--- config.mk ---
export PLATFORM = sky130hd
export DESIGN_NAME = rsi_div_cell
export DESIGN_NICKNAME = d
export VERILOG_FILES = /design/src/rtl/core/ray_sphere_intersect_core_macros.svh /design/src/rtl/core/rsi_pkg.sv /design/src/rtl/core/rsi_div_cell.sv
export SDC_FILE = /design/constraint.sdc
export NUM_CORES = 1
export LEC_CHECK = 0
export ABC_AREA = 1
export BUFFER_PORTS_ARGS = -buffer_cell sky130_fd_sc_hd__buf_2
export CORE_AREA = 2 2 298 300
export CTS_BUF_LIST = sky130_fd_sc_hd__clkbuf_8
export DETAILED_ROUTE_END_ITERATION = 12
export DIE_AREA = 0 0 300 302
export GPL_TIMING_DRIVEN = 0
export SLEW_MARGIN = 0
export SYNTH_ARGS = -nofsm -noshare
export SYNTH_HDL_FRONTEND = slang
export SYNTH_SLANG_ARGS = --single-unit
--- constraint.sdc ---
create_clock -name clk -period 0.9 [get_ports clk]
set_clock_uncertainty 0.1 [all_clocks]
set_input_delay 0.09 -clock clk [delete_from_list [all_inputs] [get_ports clk]]
set_output_delay 0.09 -clock clk [all_outputs]
set_load 0.1 [all_outputs]
--- src/rtl/core/ray_sphere_intersect_core_macros.svh ---
// Assertion macros shared by the ray/sphere intersection core.
`ifndef RAY_SPHERE_INTERSECT_CORE_MACROS_SVH
`define RAY_SPHERE_INTERSECT_CORE_MACROS_SVH
`ifndef SYNTHESIS
// Property that must hold at every clock edge outside reset.
`define RSI_ASSERT(lbl, clk, rst_n, prop, msg) \
    lbl: assert property (@(posedge clk) disable iff (!rst_n) (prop)) else $error(msg);
// Implication checked at every clock edge outside reset.
`define RSI_ASSERT_IMPL(lbl, clk, rst_n, ante, cons, msg) \
    lbl: assert property (@(posedge clk) disable iff (!rst_n) (ante) |-> (cons)) else $error(msg);
`else
`define RSI_ASSERT(lbl, clk, rst_n, prop, msg)
`define RSI_ASSERT_IMPL(lbl, clk, rst_n, ante, cons, msg)
`endif
`endif

--- src/rtl/core/rsi_pkg.sv ---
package rsi_pkg;

    // Fixed-point format and datapath sizes.
    localparam int FRAC_BITS = 16;
    localparam int RSQ_W     = 31;
    localparam int T_W       = 31;
    localparam int SQ_STEPS  = 64;
    localparam int DIV_STEPS = T_W;
    localparam int DIV_W     = 96;
    localparam int NUM_W     = 65;

    localparam logic [RSQ_W-1:0] RSQ_RESET = RSQ_W'(1) << (FRAC_BITS - 2);
    localparam logic [T_W-1:0]   T_MAX     = '1;

    // One ray as it enters the core.
    typedef struct packed {
        logic signed [31:0] ox;
        logic signed [31:0] oy;
        logic signed [31:0] oz;
        logic signed [31:0] dx;
        logic signed [31:0] dy;
        logic signed [31:0] dz;
    } ray_t;

    // Per-item data that travels alongside the square root chain.
    typedef struct packed {
        ray_t        ray;
        logic        miss;
        logic        hnonpos;
        logic        cneg;
        logic        cmag_zero;
        logic [63:0] hmag;
        logic [63:0] amag;
    } side_t;

    // Working state of one square root step.
    typedef struct packed {
        logic [127:0] dsh;
        logic [65:0]  rem;
        logic [63:0]  root;
    } sq_t;

    // Per-item data that travels alongside the divider chain.
    typedef struct packed {
        ray_t        ray;
        logic        miss;
        logic        sat;
        logic [63:0] amag;
    } dside_t;

    // Working state of one division step.
    typedef struct packed {
        logic [DIV_W-1:0] rem;
        logic [T_W-1:0]   quo;
    } dv_t;

    // One finished result.
    typedef struct packed {
        logic               hit;
        logic [T_W-1:0]     t;
        logic signed [31:0] px;
        logic signed [31:0] py;
        logic signed [31:0] pz;
    } res_t;

endpackage

--- src/rtl/core/rsi_div_cell.sv ---
module rsi_div_cell
    import rsi_pkg::*;
(
    input  logic   clk,
    input  logic   rst_n,
    input  logic   en,
    input  logic   in_valid,
    input  dside_t in_side,
    input  dv_t    in_dv,
    output logic   out_valid,
    output dside_t out_side,
    output dv_t    out_dv
);

    logic             valid_reg;
    dside_t           side_reg;
    dv_t              dv_reg;

    logic [DIV_W-1:0] aw;
    logic [DIV_W:0]   diff;
    logic             ge;
    logic [DIV_W-1:0] rem_sel;

    // One quotient bit: compare against a shifted to the top quotient weight.
    always_comb
    begin
        aw      = DIV_W'(in_side.amag) << (T_W - 1);
        diff    = {1'b0, in_dv.rem} - {1'b0, aw};
        ge      = !diff[DIV_W];
        rem_sel = ge ? diff[DIV_W-1:0] : in_dv.rem;
    end

    always_ff @(posedge clk or negedge rst_n)
    begin
        if (!rst_n)
        begin
            valid_reg <= 1'b0;
        end
        else if (en)
        begin
            valid_reg <= in_valid;
        end
    end

    always_ff @(posedge clk)
    begin
        if (en)
        begin
            side_reg   <= in_side;
            dv_reg.rem <= rem_sel << 1;
            dv_reg.quo <= {in_dv.quo[T_W-2:0], ge};
        end
    end

    assign out_valid = valid_reg;
    assign out_side  = side_reg;
    assign out_dv    = dv_reg;

endmodule

==> flow_summary.toml, run 1 <==
[grt]
grt_max_degree = 87
grtUsageTotal = 0.2595
antenna_found_initial = 40
grt_pass1_vias = 20380
grt_overflow = 0
grt_pass1_wl_um = 160500

[yosys]
yosysTopAreaCell = "edfxtp_1"
synth_top_flop_cell = "edfxtp_1"
synth-seq-cells = 385
synth_mux_area_frac = 0.0005970
post_synth_inst_count = 1967
ys_types = 35
syn_area_mm2 = 0.01886
synth_common_cells = "nand2_1, edfxtp_1, inv_1"
synth_compound_area_frac = 0.01473
syn_avg_cell_area_um2 = 9.589
synth_top_family_by_area = "simple AND/OR/NAND/NOR gates"
synth_area_leaders = "edfxtp_1, nand2_1, inv_1"
yosysSeqAreaShare = 0.6127
synth_edf_count = 384
yosysTopAreaCellShare = 0.6113
synth_xor_area_frac = 0.01439
synth-simple-area-share = 0.2267
synthAdderAreaFrac = 0.04352
yosysMostFrequentCell = "nand2_1"
async_flop_share = 0.002597
yosysWarnings = 0
syn-num-nets = 2421

[clock_network]
insertion_delay_ns = 0.71
htree_levels = 3
clk_path_buf_depth = 3
cts_buffers = 78
path_clk_slew_ns = 0.06
cts_root_buf = "clkbuf_8"
cts_num_sinks = 385
cts_tree = "built"

[pwr]
fin_total_pwr_mw = 70.08
p_sw_frac = 0.4257
powerDensity_mw_per_mm2 = 1850
combPwrFrac = 0.408
leakage_nw = 17.27
p_clk_frac = 0.267
seq_power_share = 0.325
peakVddDrop_v = 0.001348
p_int_mw = 40.25
p_switching_mw = 29.83

[cells_and_area]
drive_above_1_share = 0.4339
fill_cells = 8342
nNetsFinal = 3874
syn_to_final_growth_pct = 100.8

[floorplan]
die_height_um = 302
fp.coreArea_mm2 = 0.08756
io_pins = 775
num_rows = 109
die_w_um = 300
start_util = 0.2154
die-area_mm2 = 0.09060

[route]
drc_errors = 0
wire_per_inst_um = 26.38
drt_first_pass_iters = 5
vias_per_cell = 4.272
drt-total-wl_um = 122900
drtIter0Drc = 1197
ant_nets = 0
vias = 19910

[critical_path]
path_cells = "buf_6 -> inv_2 -> ha_4 -> nand2_4 -> nand2_4 -> a21oi_4 -> nor2_2 -> o21ai_1 -> nand2_1 -> nor2_4 -> nand2_8 -> buf_16 -> buf_12 -> nand2_8 -> inv_2"
criticalPathCategory = "in2reg"
crit_arrival_ns = 2.01
critPathMaxStageDelay_ns = 0.24
crit_fanout = 8
end_kind = "flop"
start_kind = "primary input"
critical-path-top-delay-family = "simple AND/OR/NAND/NOR gates"
cpMaxStageDelayCell = "nor2_4"
worstPathBufferInverterCount = 5
cp_data_required_time_ns = 1.25

[timing]
worst_slew_margin_rel = 0.6421
tightest_slew_ns = 0.5368
rsz0062_at_grt = "yes"
fin_ws_ns = -0.7518
setup-tns-final_ns = -287.51
slew_violations = 0
clock.fmax_mhz = 605.4
post-route-min-period_ns = 1.652
hold_viol = 139
hold_slack_ns = -0.5308
period_share = 1.835
setup_viol = 673

[outcome]
status = "finished, violations left"
violations = "hold timing, setup timing"

[worst_hold_path]
min_path_type = "in2reg"

[placement]
gp_congestion = 0.9343
hpwlAfterDp_um = 94390
port_buffers = 772

[job]
cap_violations = 0
[worst paths after layout]
| path | from | to | slack [ns] | depth (start not counted) |
|---|---|---|---|---|
| max in group asynchronous | rst_n | out_valid | 0.45 | 3 |
| worst min register to register | out_valid | out_valid | 0.51 | 1 |
| worst max-delay path | in_side[51] | out_dv[126] | -0.75 | 15 |
| min in group asynchronous | rst_n | out_valid | 0.14 | 3 |
| worst max register to register | out_valid | out_valid | -0.07 | 1 |
| worst min-delay path | in_side[27] | out_side[27] | -0.53 | 1 |
[cell type report]
| type | count | area [µm²] | area share |
|---|---|---|---|
| multi-input combinational | 1169 | 8382 | 0.2213 |
| sequential | 385 | 11560 | 0.3052 |
| inverter | 392 | 1496 | 0.03950 |
| tap | 1165 | 1458 | 0.03848 |
| buffer | 19 | 296.5 | 0.007828 |
| antenna | 17 | 42.54 | 0.001123 |
| clock inverter | 54 | 371.6 | 0.009810 |
| timing repair buffer | 1375 | 13120 | 0.3463 |
| clock buffer | 84 | 1156 | 0.03052 |
[sequential cells by signal (all words and copies together) (netlist names)]
| signal | count |
|---|---|
| out_dv | 126 |
| out_valid | 1 |
| out_side | 258 |
[what timing repair did]
| action | 4_1_cts | 5_1_grt |
|---|---|---|
| hold buffers | 461 | 45 |
| buffers inserted | 47 | 32 |
| gates cloned | 19 | 1 |
| endpoints found under the setup margin | 635 | 677 |
| pin swaps | 63 | 92 |
| gates resized for setup | 1338 | 247 |
| hold endpoints to repair | 492 | 176 |
[power groups by stage]
| stage | registers [mW] | clock network [mW] | logic [mW] |
|---|---|---|---|
| global route | 22.9 | 19.8 | 29.6 |
| CTS | 22.7 | 19.2 | 27.6 |
| finish | 22.8 | 18.7 | 28.6 |
| global placement | 22.8 | 0 | 21.5 |
| floorplan | 34.4 | 0 | 3.66 |
| detailed placement | 22.6 | 0 | 21.6 |
[metrics by stage]
| stage | cell area, µm² | utilization | instances | worst slack (ns) |
|---|---|---|---|---|
| CTS | 36310 | 0.4148 | 4573 | -0.8263 |
| global route | 37860 | 0.4324 | 4651 | -0.7860 |
| finish | 37880 | 0.4327 | 4660 | -0.7518 |
| floorplan | 18990 | - | 1967 | -1.084 |
| detailed placement | 24430 | 0.2791 | 3908 | -2.257 |
| global placement | 24310 | 0.2777 | 3904 | -6.911 |
[logic make-up after synthesis]
logic type	Yosys count
and+or+nand+nor	1017
buffers and inverters	413
DFF	385
adders and majority gates	65
AOI/OAI and AO/OA	54
xor gates and xnor gates	31
other	1
muxes	1
[per-layer routing]
layer,routed length (µm),global-route usage,up-vias
li1,-,-,9264
met1,42650,0.2649,9627
met4,8509,0.1519,20
met2,61300,0.4593,734
met5,138,0,-
met3,10340,0.09079,264
[layout by cell type (no fill, tap or decap), drive strengths merged, types with 45 or more instances in the layout]
| cell type | instances |
|---|---|
| a21oi | 45 |
| buf | 883 |
| clkbuf | 85 |
| dlygate4sd3 | 506 |
| edfxtp | 384 |
| ha | 64 |
| inv | 410 |
| nand2 | 709 |
| nand3 | 146 |
| nor2 | 120 |
Power figures use the tool's default switching activity.
==> run 2, diff against run 1 <==
--- a/config.mk
+++ b/config.mk
@@ -6,12 +6,13 @@
 export NUM_CORES = 1
 export LEC_CHECK = 0
 export ABC_AREA = 1
-export BUFFER_PORTS_ARGS = -buffer_cell sky130_fd_sc_hd__buf_2
 export CORE_AREA = 2 2 298 300
 export CTS_BUF_LIST = sky130_fd_sc_hd__clkbuf_8
 export DETAILED_ROUTE_END_ITERATION = 12
 export DIE_AREA = 0 0 300 302
+export DONT_BUFFER_PORTS = 1
 export GPL_TIMING_DRIVEN = 0
+export SETUP_SLACK_MARGIN = 0.1
 export SLEW_MARGIN = 0
 export SYNTH_ARGS = -nofsm -noshare
 export SYNTH_HDL_FRONTEND = slang
==> flow_summary.toml, run 2 (same netlist as run 1, synthesis figures left out) <==
[pwr]
powerDensity_mw_per_mm2 = 2034
leakage_nw = 14.22
peakVddDrop_v = 0.001439

[critical_path]
cp_data_required_time_ns = 1.24
start_kind = "primary input"
end_kind = "flop"
crit_fanout = 5
crit_arrival_ns = 2.48
criticalPathCategory = "in2reg"

[grt]
grtUsageTotal = 0.2453
grt_overflow = 0
grt_pass1_wl_um = 148600
grt_use_met2 = 0.4444
grt_pass1_vias = 16970
antenna_found_initial = 25
grtUsageMet3 = 0.08554
grt_max_degree = 386
met1_usage = 0.2489
grt-busiest-layer = "met2"

[floorplan]
num_rows = 109
die_height_um = 302
die-area_mm2 = 0.09060
start_util = 0.2154
fp.coreArea_mm2 = 0.08756
io_pins = 775
die_w_um = 300

[route]
drc_errors = 0
drt_first_pass_iters = 4
drt-total-wl_um = 118100
drtIter0Drc = 1080
vias = 17370
vias_per_cell = 4.347
ant_nets = 0
wire_per_inst_um = 29.55

[clock_network]
path_clk_slew_ns = 0.06
cts_tree = "built"
cts_num_sinks = 385
clk_path_buf_depth = 3
cts_root_buf = "clkbuf_8"
cts_buffers = 74
htree_levels = 3
insertion_delay_ns = 0.67

[timing]
post-route-min-period_ns = 2.142
setup_viol = 460
fin_ws_ns = -1.242
hold_viol = 472
tightest_slew_ns = 1.302
hold_slack_ns = -0.6259
period_share = 2.380
clock.fmax_mhz = 466.9
rsz0062_at_grt = "yes"
worst_slew_margin_rel = 0.1340
slew_violations = 0

[cells_and_area]
layout_common_cells = "dlygate4sd3_1, nand2_1, edfxtp_1"
drive_above_1_share = 0.2926
nNetsFinal = 3213
syn_to_final_growth_pct = 70.19
final_common_cell = "dlygate4sd3_1"
largest_reg_flops = 258
final_util = 0.3666

[job]
cap_violations = 0

[placement]
port_buffers = 0
gp_congestion = 0.9773
hpwlAfterDp_um = 90090

[worst_hold_path]
min_path_type = "in2reg"

[outcome]
violations = "hold timing, setup timing"
status = "finished, violations left"
-- run 2: layout make-up --
cell class / count / area, µm²
fillers: 8653 / 55460
clock inverters: 53 / 426.7
well taps: 1165 / 1458
diodes: 19 / 47.55
flip-flops and latches: 385 / 11560
multi-input cells: 1169 / 8498
clock buffers: 77 / 1060
plain buffers: 20 / 307.8
inverters: 392 / 1526
repair buffers: 717 / 7217
-- run 2: repair_timing --
action / 4_1_cts / 5_1_grt
hold buffers: 497 / 82
buffers inserted: 58 / 69
gates cloned: 15 / 0
endpoints found under the hold margin: 769 / 588
resized for setup: 434 / 520
pin swaps: 84 / 156
setup endpoints to repair: 452 / 598
-- run 2: final timing paths --
check                           cells past startpoint        start           end  slack, ns
worst max register to register                      1    out_valid     out_valid      -0.25
worst min-delay path                                0  in_side[59]  out_side[59]      -0.63
worst min register to register                      1    out_valid     out_valid       0.76
min in group asynchronous                           2        rst_n     out_valid       0.06
max in group asynchronous                           2        rst_n     out_valid       0.52
worst max-delay path                               16   in_dv[113]    out_dv[98]      -1.24
-- run 2: report_power, final --
part	leakage, nW	internal (mW)	switching (mW)
registers	3.77	21.9	13.8
logic	9.64	5.12	5.86
clock network	0.812	9.99	8.63
total	14.2	37.0	28.3
-- run 2: routing by layer --
layer,vias up,wire (µm)
met3,215,9944
met1,8473,41150
met2,759,60050
met4,14,6886
met5,-,94
li1,7913,-
-- run 2: worst max-delay path, cell delays in order --
cell	delay (ns)
dlygate4sd3_1	0.61
ha_4	0.34
nand2_4	0.08
nor2_4	0.14
nand2_2	0.09
inv_2	0.07
nand2_2	0.07
buf_6	0.14
a21oi_4	0.13
nor2_4	0.06
buf_12	0.13
buf_8	0.12
buf_12	0.14
buf_16	0.14
nand3_2	0.06
nand2_1	0.07
-- run 2: stage by stage --
step | worst slack (ns) | cells | total power [mW] | instance area [µm²] | TNS (ns)
4_1_cts | -1.318 | 3832 | 64.10 | 29770 | -493.36
3_5_place_dp | -2.025 | 3132 | 41.44 | 20450 | -237.12
6_report | -1.242 | 3997 | 65.29 | 32100 | -462.70
3_3_place_gp | -1.991 | 3132 | 41.49 | 20450 | -236.86
2_1_floorplan | -1.084 | 1967 | 38.09 | 18990 | -142.50
5_1_grt | -1.332 | 3992 | 67.34 | 32090 | -484.39
