<file path="src/rtl/core/ray_sphere_intersect_core_macros.svh">
// Assertion macros shared by the ray/sphere intersection core.
`ifndef RAY_SPHERE_INTERSECT_CORE_MACROS_SVH
`define RAY_SPHERE_INTERSECT_CORE_MACROS_SVH
`ifndef SYNTHESIS
// Property that must hold at every clock edge outside reset.
`define RSI_ASSERT(lbl, clk, rst_n, prop, msg) \
    lbl: assert property (@(posedge clk) disable iff (!rst_n) (prop)) else $error(msg);
// Implication checked at every clock edge outside reset.
`define RSI_ASSERT_IMPL(lbl, clk, rst_n, ante, cons, msg) \
    lbl: assert property (@(posedge clk) disable iff (!rst_n) (ante) |-> (cons)) else $error(msg);
`else
`define RSI_ASSERT(lbl, clk, rst_n, prop, msg)
`define RSI_ASSERT_IMPL(lbl, clk, rst_n, ante, cons, msg)
`endif
`endif

</file>
<file path="src/rtl/core/rsi_pkg.sv">
package rsi_pkg;

    // Fixed-point format and datapath sizes.
    localparam int FRAC_BITS = 16;
    localparam int RSQ_W     = 31;
    localparam int T_W       = 31;
    localparam int SQ_STEPS  = 64;
    localparam int DIV_STEPS = T_W;
    localparam int DIV_W     = 96;
    localparam int NUM_W     = 65;

    localparam logic [RSQ_W-1:0] RSQ_RESET = RSQ_W'(1) << (FRAC_BITS - 2);
    localparam logic [T_W-1:0]   T_MAX     = '1;

    // One ray as it enters the core.
    typedef struct packed {
        logic signed [31:0] ox;
        logic signed [31:0] oy;
        logic signed [31:0] oz;
        logic signed [31:0] dx;
        logic signed [31:0] dy;
        logic signed [31:0] dz;
    } ray_t;

    // Per-item data that travels alongside the square root chain.
    typedef struct packed {
        ray_t        ray;
        logic        miss;
        logic        hnonpos;
        logic        cneg;
        logic        cmag_zero;
        logic [63:0] hmag;
        logic [63:0] amag;
    } side_t;

    // Working state of one square root step.
    typedef struct packed {
        logic [127:0] dsh;
        logic [65:0]  rem;
        logic [63:0]  root;
    } sq_t;

    // Per-item data that travels alongside the divider chain.
    typedef struct packed {
        ray_t        ray;
        logic        miss;
        logic        sat;
        logic [63:0] amag;
    } dside_t;

    // Working state of one division step.
    typedef struct packed {
        logic [DIV_W-1:0] rem;
        logic [T_W-1:0]   quo;
    } dv_t;

    // One finished result.
    typedef struct packed {
        logic               hit;
        logic [T_W-1:0]     t;
        logic signed [31:0] px;
        logic signed [31:0] py;
        logic signed [31:0] pz;
    } res_t;

endpackage

</file>
<file path="src/rtl/core/rsi_sqrt_cell.sv">
module rsi_sqrt_cell
    import rsi_pkg::*;
(
    input  logic  clk,
    input  logic  rst_n,
    input  logic  en,
    input  logic  in_valid,
    input  side_t in_side,
    input  sq_t   in_sq,
    output logic  out_valid,
    output side_t out_side,
    output sq_t   out_sq
);

    logic        valid_reg;
    side_t       side_reg;
    sq_t         sq_reg;

    logic [65:0] rem2;
    logic [65:0] trial;
    logic [66:0] diff;
    logic        ge;

    // One root bit: bring down two radicand bits and try root*4+1.
    always_comb
    begin
        rem2  = {in_sq.rem[63:0], in_sq.dsh[127:126]};
        trial = {in_sq.root, 2'b01};
        diff  = {1'b0, rem2} - {1'b0, trial};
        ge    = !diff[66];
    end

    always_ff @(posedge clk or negedge rst_n)
    begin
        if (!rst_n)
        begin
            valid_reg <= 1'b0;
        end
        else if (en)
        begin
            valid_reg <= in_valid;
        end
    end

    always_ff @(posedge clk)
    begin
        if (en)
        begin
            side_reg    <= in_side;
            sq_reg.dsh  <= in_sq.dsh << 2;
            sq_reg.rem  <= ge ? diff[65:0] : rem2;
            sq_reg.root <= {in_sq.root[62:0], ge};
        end
    end

    assign out_valid = valid_reg;
    assign out_side  = side_reg;
    assign out_sq    = sq_reg;

endmodule

</file>
<file path="config.mk">
export PLATFORM = sky130hd
export DESIGN_NAME = rsi_sqrt_cell
export DESIGN_NICKNAME = d
export VERILOG_FILES = /design/src/rtl/core/ray_sphere_intersect_core_macros.svh /design/src/rtl/core/rsi_pkg.sv /design/src/rtl/core/rsi_sqrt_cell.sv
export SDC_FILE = /design/constraint.sdc
export NUM_CORES = 1
export LEC_CHECK = 0
export BUFFER_PORTS_ARGS = -buffer_cell sky130_fd_sc_hd__buf_2
export CELL_PAD_IN_SITES_DETAIL_PLACEMENT = 1
export CELL_PAD_IN_SITES_GLOBAL_PLACEMENT = 2
export CORE_AREA = 3 3 450 452
export CTS_CLUSTER_SIZE = 14
export DETAILED_ROUTE_END_ITERATION = 12
export DIE_AREA = 0 0 453 455
export PLACE_DENSITY = 0.46
export SYNTH_ARGS = -nofsm -noshare
export SYNTH_HDL_FRONTEND = slang
export SYNTH_SLANG_ARGS = --single-unit
</file>
<file path="constraint.sdc">
create_clock -name clk -period 1.1 [get_ports clk]
set_clock_uncertainty 0.2 [all_clocks]
set_input_delay 0.055 -clock clk [delete_from_list [all_inputs] [get_ports clk]]
set_output_delay 0.055 -clock clk [all_outputs]
set_load 0.02 [all_outputs]
</file>
==> metrics.txt, run 1 <==
Max Fclk 351 MHz; final routed DRC violation total 0; status finished, violations left; full die area slightly above 0.2 mm²; Reg power frac 0.376; fin cells 6803; gr ovfl total 0; RSZ-0062 raised after global routing yes; max_cap viols 0; Gate power share 0.266; cells after synthesis roughly 1400; Leak 22.0 nW; endpoints failing hold 41; Worst R2R Start out_valid$_DFFE_PN0P_; largest net degree at the start of global routing 44; Slew Limit Fails 0; hold depth 1; Initial DRC Count approximately 950; WL per Instance 24.7 µm; ANT nets after route 0; Via Count 23500; Starting Density 0.112; Crit path required time between 1 and 1.5 ns; Total Wirelength 168000 µm; first-pass GRT wire length about 220000 µm; count leader, synth edfxtp_1; async set-reset flop share out of synthesis 0.00172; DP HPWL approximately 130000 µm; Clock Latency Late Sink between 0.6 and 0.7 ns; clock power share 0.358; initial antenna violation count 87; Top FF cell, synth edfxtp_1; area delta synth->final 136%; Syn Area/Cell 16.2 µm²; Critical Path Sink Type register; Max clock buf depth 3; Synth area leaders edfxtp_1, ha_1, nand2_1, a21oi_1, xnor2_1; Post-synth EDFFs 580; Core Box Area 0.199 mm²; Final Wtd Congestion 0.823; Hold Startpoint in_sq[47]; synthesized area around 0.022 mm²; Hold/Removal Path Class input pin to register; first-pass iteration count of the detailed router 5; failing checks hold timing, setup timing; Placement Rows roughly 160; Yosys top cell by area edfxtp_1; Yosys top cell area share 0.779; sequential area share after synthesis 0.780; r2r worst-path depth 1; CP startpoint kind input pin; Net Sw Frac 0.294; Tcrit/Tclk final 2.59; worst reg2reg endpoint out_valid$_DFFE_PN0P_; Pwr Density 1400 mW/mm²; Hold EP out_sq[48]$_DFFE_PP_; Post-Place Cells 5542; final setup margin -1.75 ns; worst vdd rail ir drop 979 µV; die span in y 455 µm; Filler Cell Count approximately 22000; via/cell ratio 3.45; Die Wd 453 µm; Root Driver clkbuf_16; Synth Warn # 0; worst-path maximum fanout 6; # IOs 1169; Worst slew margin 0.556; synth cell count leaders edfxtp_1, nand2_1, inv_1; vias in the first global route 25600; clock transition time at the flip-flop clock pins of the worst setup and hold paths 0.05 ns; CTS tree yes; clock sink total roughly 580; GRT Util Overall 0.154; CTS Buf Count between 70 and 80; flip-flop and latch count after synthesis roughly 580; Crit path arrival time 3.05 ns; internal power 52.2 mW; final setup vio count 1076; share of cells above drive strength 1 0.461; final period demand of the worst path 2.85 ns; Yosys cell types 67; PortBufs 1164; NumNets Final about 4700; Switch Pwr 21.8 mW; CTS H-Tree Depth 3; R2R Setup Slk between 0.15 and 0.2 ns; Hold WS -0.634 ns; Least-Margin Pin Slew 0.659 ns; crit path kind input pin to register
-- cells in the final DEF, fill, tap and decap left out, types with 10 or more instances in the layout --
cell type | synthesis | final
nand2_2 | 0 | 20
a21oi_1 | 76 | 67
o21ai_0 | 58 | 31
buf_12 | 0 | 33
buf_16 | 0 | 11
diode_2 | 0 | 34
clkinv_1 | 0 | 24
buf_2 | 7 | 610
ha_1 | 65 | 42
o21ai_2 | 1 | 47
a21o_1 | 38 | 38
ha_4 | 0 | 18
bufinv_16 | 0 | 10
nand2_4 | 0 | 40
dlygate4sd3_1 | 0 | 1041
nand2_1 | 120 | 60
clkbuf_16 | 0 | 81
nand4_1 | 17 | 17
buf_4 | 7 | 371
xor2_1 | 21 | 20
buf_6 | 1 | 550
nor3_1 | 12 | 11
o21ai_1 | 38 | 16
xnor2_1 | 38 | 37
nor2_1 | 39 | 38
clkbuf_1 | 22 | 13
inv_1 | 85 | 72
o21bai_1 | 15 | 14
edfxtp_1 | 580 | 580
-- state kept, by name, indices dropped and copies added (netlist names) --
signal,count
out_side,324
out_sq,256
out_valid,1
-- per-stage QoR --
step | cell area (µm²) | total power [mW] | worst slack [ns] | setup TNS [ns] | utilization
2_1_floorplan | 22600 | 32.8 | -1.87 | -122.40 | -
3_3_place_gp | 34700 | 40.6 | -2.66 | -221.21 | 0.174
3_5_place_dp | 34700 | 40.6 | -2.75 | -223.30 | 0.174
4_1_cts | 51200 | 74.2 | -1.68 | -393.94 | 0.257
5_1_grt | 52900 | 77.0 | -1.84 | -399.88 | 0.265
6_report | 52900 | 74.0 | -1.75 | -352.70 | 0.266
-- worst max path at each step --
| stage | end | slack (ns) | cells after the start | start |
|---|---|---|---|---|
| 2_1_floorplan | out_sq[88]$_DFFE_PP_ | -1.87 | 11 | in_sq[43] |
| 6_report | out_sq[101]$_DFFE_PP_ | -1.75 | 16 | in_sq[43] |
| 5_1_grt | out_sq[104]$_DFFE_PP_ | -1.84 | 16 | in_sq[43] |
| 3_5_place_dp | out_sq[124]$_DFFE_PP_ | -2.75 | 14 | in_sq[43] |
| 3_3_place_gp | out_sq[75]$_DFFE_PP_ | -2.66 | 16 | in_sq[21] |
| 4_1_cts | out_sq[101]$_DFFE_PP_ | -1.68 | 18 | in_sq[39] |
-- final cells by class --
type | count | area [µm²] | area share
Sequential cell | 581 | 17400 | 0.330
Antenna cell | 34 | 85.1 | 0.00161
Multi-Input combinational cell | 678 | 5540 | 0.105
Clock inverter | 50 | 548 | 0.0104
Tap cell | 2656 | 3320 | 0.0628
Inverter | 86 | 360 | 0.00681
Clock buffer | 92 | 2030 | 0.0383
Timing Repair Buffer | 2626 | 23600 | 0.446
-- repair_timing --
| action | 4_1_cts | 5_1_grt |
|---|---|---|
| endpoints found under the hold margin | 1161 | 69 |
| hold buffers | 992 | 49 |
| resized for setup | 1046 | 325 |
| pin swaps | 58 | 21 |
| endpoints found under the setup margin | 648 | 1008 |
| buffers inserted | 25 | 11 |
| cloned | 13 | 2 |
-- cell families (layout without fill, tap and decap cells) --
kind of cell	after synthesis	after routing	share of synthesized area
fa+ha+maj	65	65	0.0364
buf+inv	123	2854	0.0225
xor+xnor	59	59	0.0231
simple gates	253	253	0.0534
other cells	1	36	0.000168
mux	4	4	0.00196
compound gates	295	295	0.0829
flops	581	581	0.780
-- power by group through the flow --
stage	sequential, mW	combinational (mW)	clock [mW]
floorplan	30.1	2.70	0
global placement	27.7	12.9	0
detailed placement	27.7	12.9	0
CTS	27.7	19.1	27.5
global route	27.9	20.8	28.3
finish	27.8	19.7	26.5
-- worst max-delay path, cell delays in order --
cell	delay, ns
buf_8	0.09
inv_8	0.03
ha_4	0.25
nand4_1	0.13
or4_4	0.57
or3_4	0.40
a311oi_4	0.37
o31ai_4	0.14
a31oi_4	0.26
o21ai_4	0.10
buf_12	0.15
buf_12	0.12
buf_12	0.14
buf_16	0.15
nand2_2	0.05
o21ai_1	0.05
-- per-layer routing --
metal / wire [µm] / vias up / track usage / share of wire
met4: 8850 / 18 / 0.0754 / 0.053
met5: 100 / - / 0 / 0.00060
met2: 93800 / 823 / 0.303 / 0.56
met1: 56700 / 11700 / 0.150 / 0.34
li1: - / 10700 / - / -
met3: 8450 / 307 / 0.0318 / 0.050
No activity file was read; power rests on OpenSTA's default activity.
==> run 2, diff against run 1 <==
--- a/config.mk
+++ b/config.mk
@@ -13,6 +13,7 @@
 export DETAILED_ROUTE_END_ITERATION = 12
 export DIE_AREA = 0 0 453 455
 export PLACE_DENSITY = 0.46
+export SKIP_LAST_GASP = 1
 export SYNTH_ARGS = -nofsm -noshare
 export SYNTH_HDL_FRONTEND = slang
 export SYNTH_SLANG_ARGS = --single-unit
==> run 2 against run 1 <==
  * The flow still finishes with violations (hold timing, setup timing)
  * Total power about the same
  * Flip-flop and latch count is the same
  * Cell count unchanged
  * Maximum frequency about the same
  * Sequential share of layout area barely moved
  * Combinational power hardly changed
  * Largest cell class unchanged
  * Largest power group unchanged
==> metrics.txt, run 2 (synthesis results as in run 1) <==
die span in y 455 µm (unchanged); Leak 22.0 nW (about the same); Final Wtd Congestion 0.823 (unchanged); Reg power frac 0.376 (about the same); clock sink total 581 (unchanged); CTS Buf Count 78 (unchanged); full die area 0.206 mm² (unchanged); met1 Use GR 0.150 (about the same); Core Box Area 0.199 mm² (unchanged); CP startpoint kind input pin (unchanged); ANT nets after route 0 (unchanged); Gate power share 0.266 (about the same); share of cells above drive strength 1 0.460 (was 0.461); largest net degree at the start of global routing 44 (unchanged); Critical Path Sink Type register (unchanged); internal power 52.2 mW (about the same); failing checks hold timing, setup timing (unchanged); Total Wirelength 168000 µm (about the same); RSZ-0062 raised after global routing yes (unchanged); Hold WS -0.634 ns (about the same); Die Wd 453 µm (unchanged); Net Sw Frac 0.294 (about the same); met2 usage 0.303 (about the same); peak-usage layer in the global routing report met2 (unchanged); status finished, violations left (unchanged); Switch Pwr 21.7 mW (was 21.8 mW); DP HPWL 130000 µm (unchanged); Root Driver clkbuf_16 (unchanged); Crit path required time 1.30 ns (about the same); Max Fclk 351 MHz (about the same); final setup vio count 1101 (was 1076); max reg flops 324 (unchanged); initial antenna violation count 86 (was 87); CTS H-Tree Depth 3 (unchanged); first-pass iteration count of the detailed router 4 (was 5); Crit path arrival time 3.05 ns (about the same); post-route core utilization 0.265 (was 0.266); worst-path maximum fanout 6 (unchanged); area delta synth->final 136% (about the same); Least-Margin Pin Slew 0.635 ns (was 0.659 ns); CP most frequent cell buf_12 (unchanged); Clock Latency Late Sink 0.66 ns (about the same); gr ovfl total 0 (unchanged); M3 GR Usage 0.0318 (unchanged); via/cell ratio 3.45 (about the same); GRT Util Overall 0.154 (about the same); Pwr Density 1400 mW/mm² (about the same); first-pass GRT wire length 218000 µm (about the same); CTS tree yes (unchanged); commonest non-fill, non-tap cell in the layout dlygate4sd3_1 (unchanged); cell chain of the critical path buf_8 -> inv_8 -> ha_4 -> nand4_1 -> or4_4 -> or3_4 -> a311oi_4 -> o31ai_4 -> a31oi_4 -> o21ai_4 -> buf_12 -> buf_12 -> buf_12 -> buf_16 -> nand2_2 -> o21ai_1 (unchanged); crit path kind input pin to register (unchanged); Worst slew margin 0.572 (was 0.556); Via Count 23500 (about the same); worst vdd rail ir drop 975 µV (was 979 µV); final routed DRC violation total 0 (unchanged); max_cap viols 0 (unchanged); final period demand of the worst path 2.85 ns (about the same); CP max-delay cell or4_4 (unchanged); # IOs 1169 (unchanged); NumNets Final 4704 (was 4702); Initial DRC Count 947 (was 949); Starting Density 0.112 (unchanged); commonest non-fill, non-tap cells in the layout dlygate4sd3_1, buf_2, edfxtp_1 (unchanged); clock transition time at the flip-flop clock pins of the worst setup and hold paths 0.05 ns (about the same); Tcrit/Tclk final 2.59 (about the same); Max clock buf depth 3 (unchanged); vias in the first global route 25600 (about the same); crit-path max cell delay 0.57 ns (about the same); Hold/Removal Path Class input pin to register (unchanged); endpoints failing hold 41 (unchanged); PortBufs 1164 (unchanged); clock power share 0.358 (about the same); final setup margin -1.75 ns (about the same); WL per Instance 24.7 µm (about the same); Placement Rows 164 (unchanged); Slew Limit Fails 0 (unchanged)
run 2: path summary, 6_finish.rpt:
| check | end | from | cells after the start | slack, ns |
|---|---|---|---|---|
| max in group asynchronous | out_valid$_DFFE_PN0P_ | rst_n | 4 | 0 |
| worst max-delay path | out_sq[101]$_DFFE_PP_ | in_sq[43] | 16 | -1.75 |
| worst max register to register | out_valid$_DFFE_PN0P_ | out_valid$_DFFE_PN0P_ | 1 | 0.16 |
| min in group asynchronous | out_valid$_DFFE_PN0P_ | rst_n | 4 | 0.59 |
| worst min-delay path | out_sq[48]$_DFFE_PP_ | in_sq[47] | 1 | -0.63 |
| worst min register to register | out_valid$_DFFE_PN0P_ | out_valid$_DFFE_PN0P_ | 1 | 0.31 |
run 2: layout make-up:
cell class,instances,area [µm²]
fillers,22100,146000
repair buffers,2628,23600
flip-flops and latches,581,17400
multi-input cells,678,5480
well taps,2656,3320
clock buffers,92,2030
clock inverters,50,548
inverters,86,360
diodes,32,80.1
run 2: repair_timing:
action,4_1_cts,5_1_grt
hold endpoints to repair,1161,69
endpoints found under the setup margin,648,1008
cloned,13,2
buffers inserted,25,12
pin swaps,56,23
hold buffers,992,49
resized for setup,1036,327
run 2: worst max-delay path, delay by kind of cell:
kind	cells	cell delay (ns)
simple gates	4	1.15
compound gates	5	0.91
buf+inv	6	0.68
fa+ha+maj	1	0.25
run 2: per-layer routing:
layer | share of wire | wire (µm)
met1 | 0.34 | 56600
met2 | 0.56 | 93400
met3 | 0.050 | 8440
met4 | 0.055 | 9270
met5 | 0.00080 | 134
run 2: stage by stage:
| step | cell area [µm²] | TNS (ns) | power [mW] | cells | worst slack, ns |
|---|---|---|---|---|---|
| 2_1_floorplan | 22600 | -122.40 | 32.8 | 1382 | -1.87 |
| 3_5_place_dp | 34700 | -223.30 | 40.6 | 5542 | -2.75 |
| 4_1_cts | 51100 | -394.11 | 74.2 | 6713 | -1.68 |
| 3_3_place_gp | 34700 | -221.21 | 40.6 | 5542 | -2.66 |
| 6_report | 52900 | -353.00 | 74.0 | 6803 | -1.75 |
| 5_1_grt | 52900 | -400.01 | 77.0 | 6791 | -1.84 |
run 2: power groups by stage:
stage	clock network [mW]	logic (mW)	registers, mW
finish	26.5	19.7	27.8
global route	28.3	20.8	27.9
CTS	27.5	19.0	27.7
detailed placement	0	12.9	27.7
global placement	0	12.9	27.7
floorplan	0	2.70	30.1
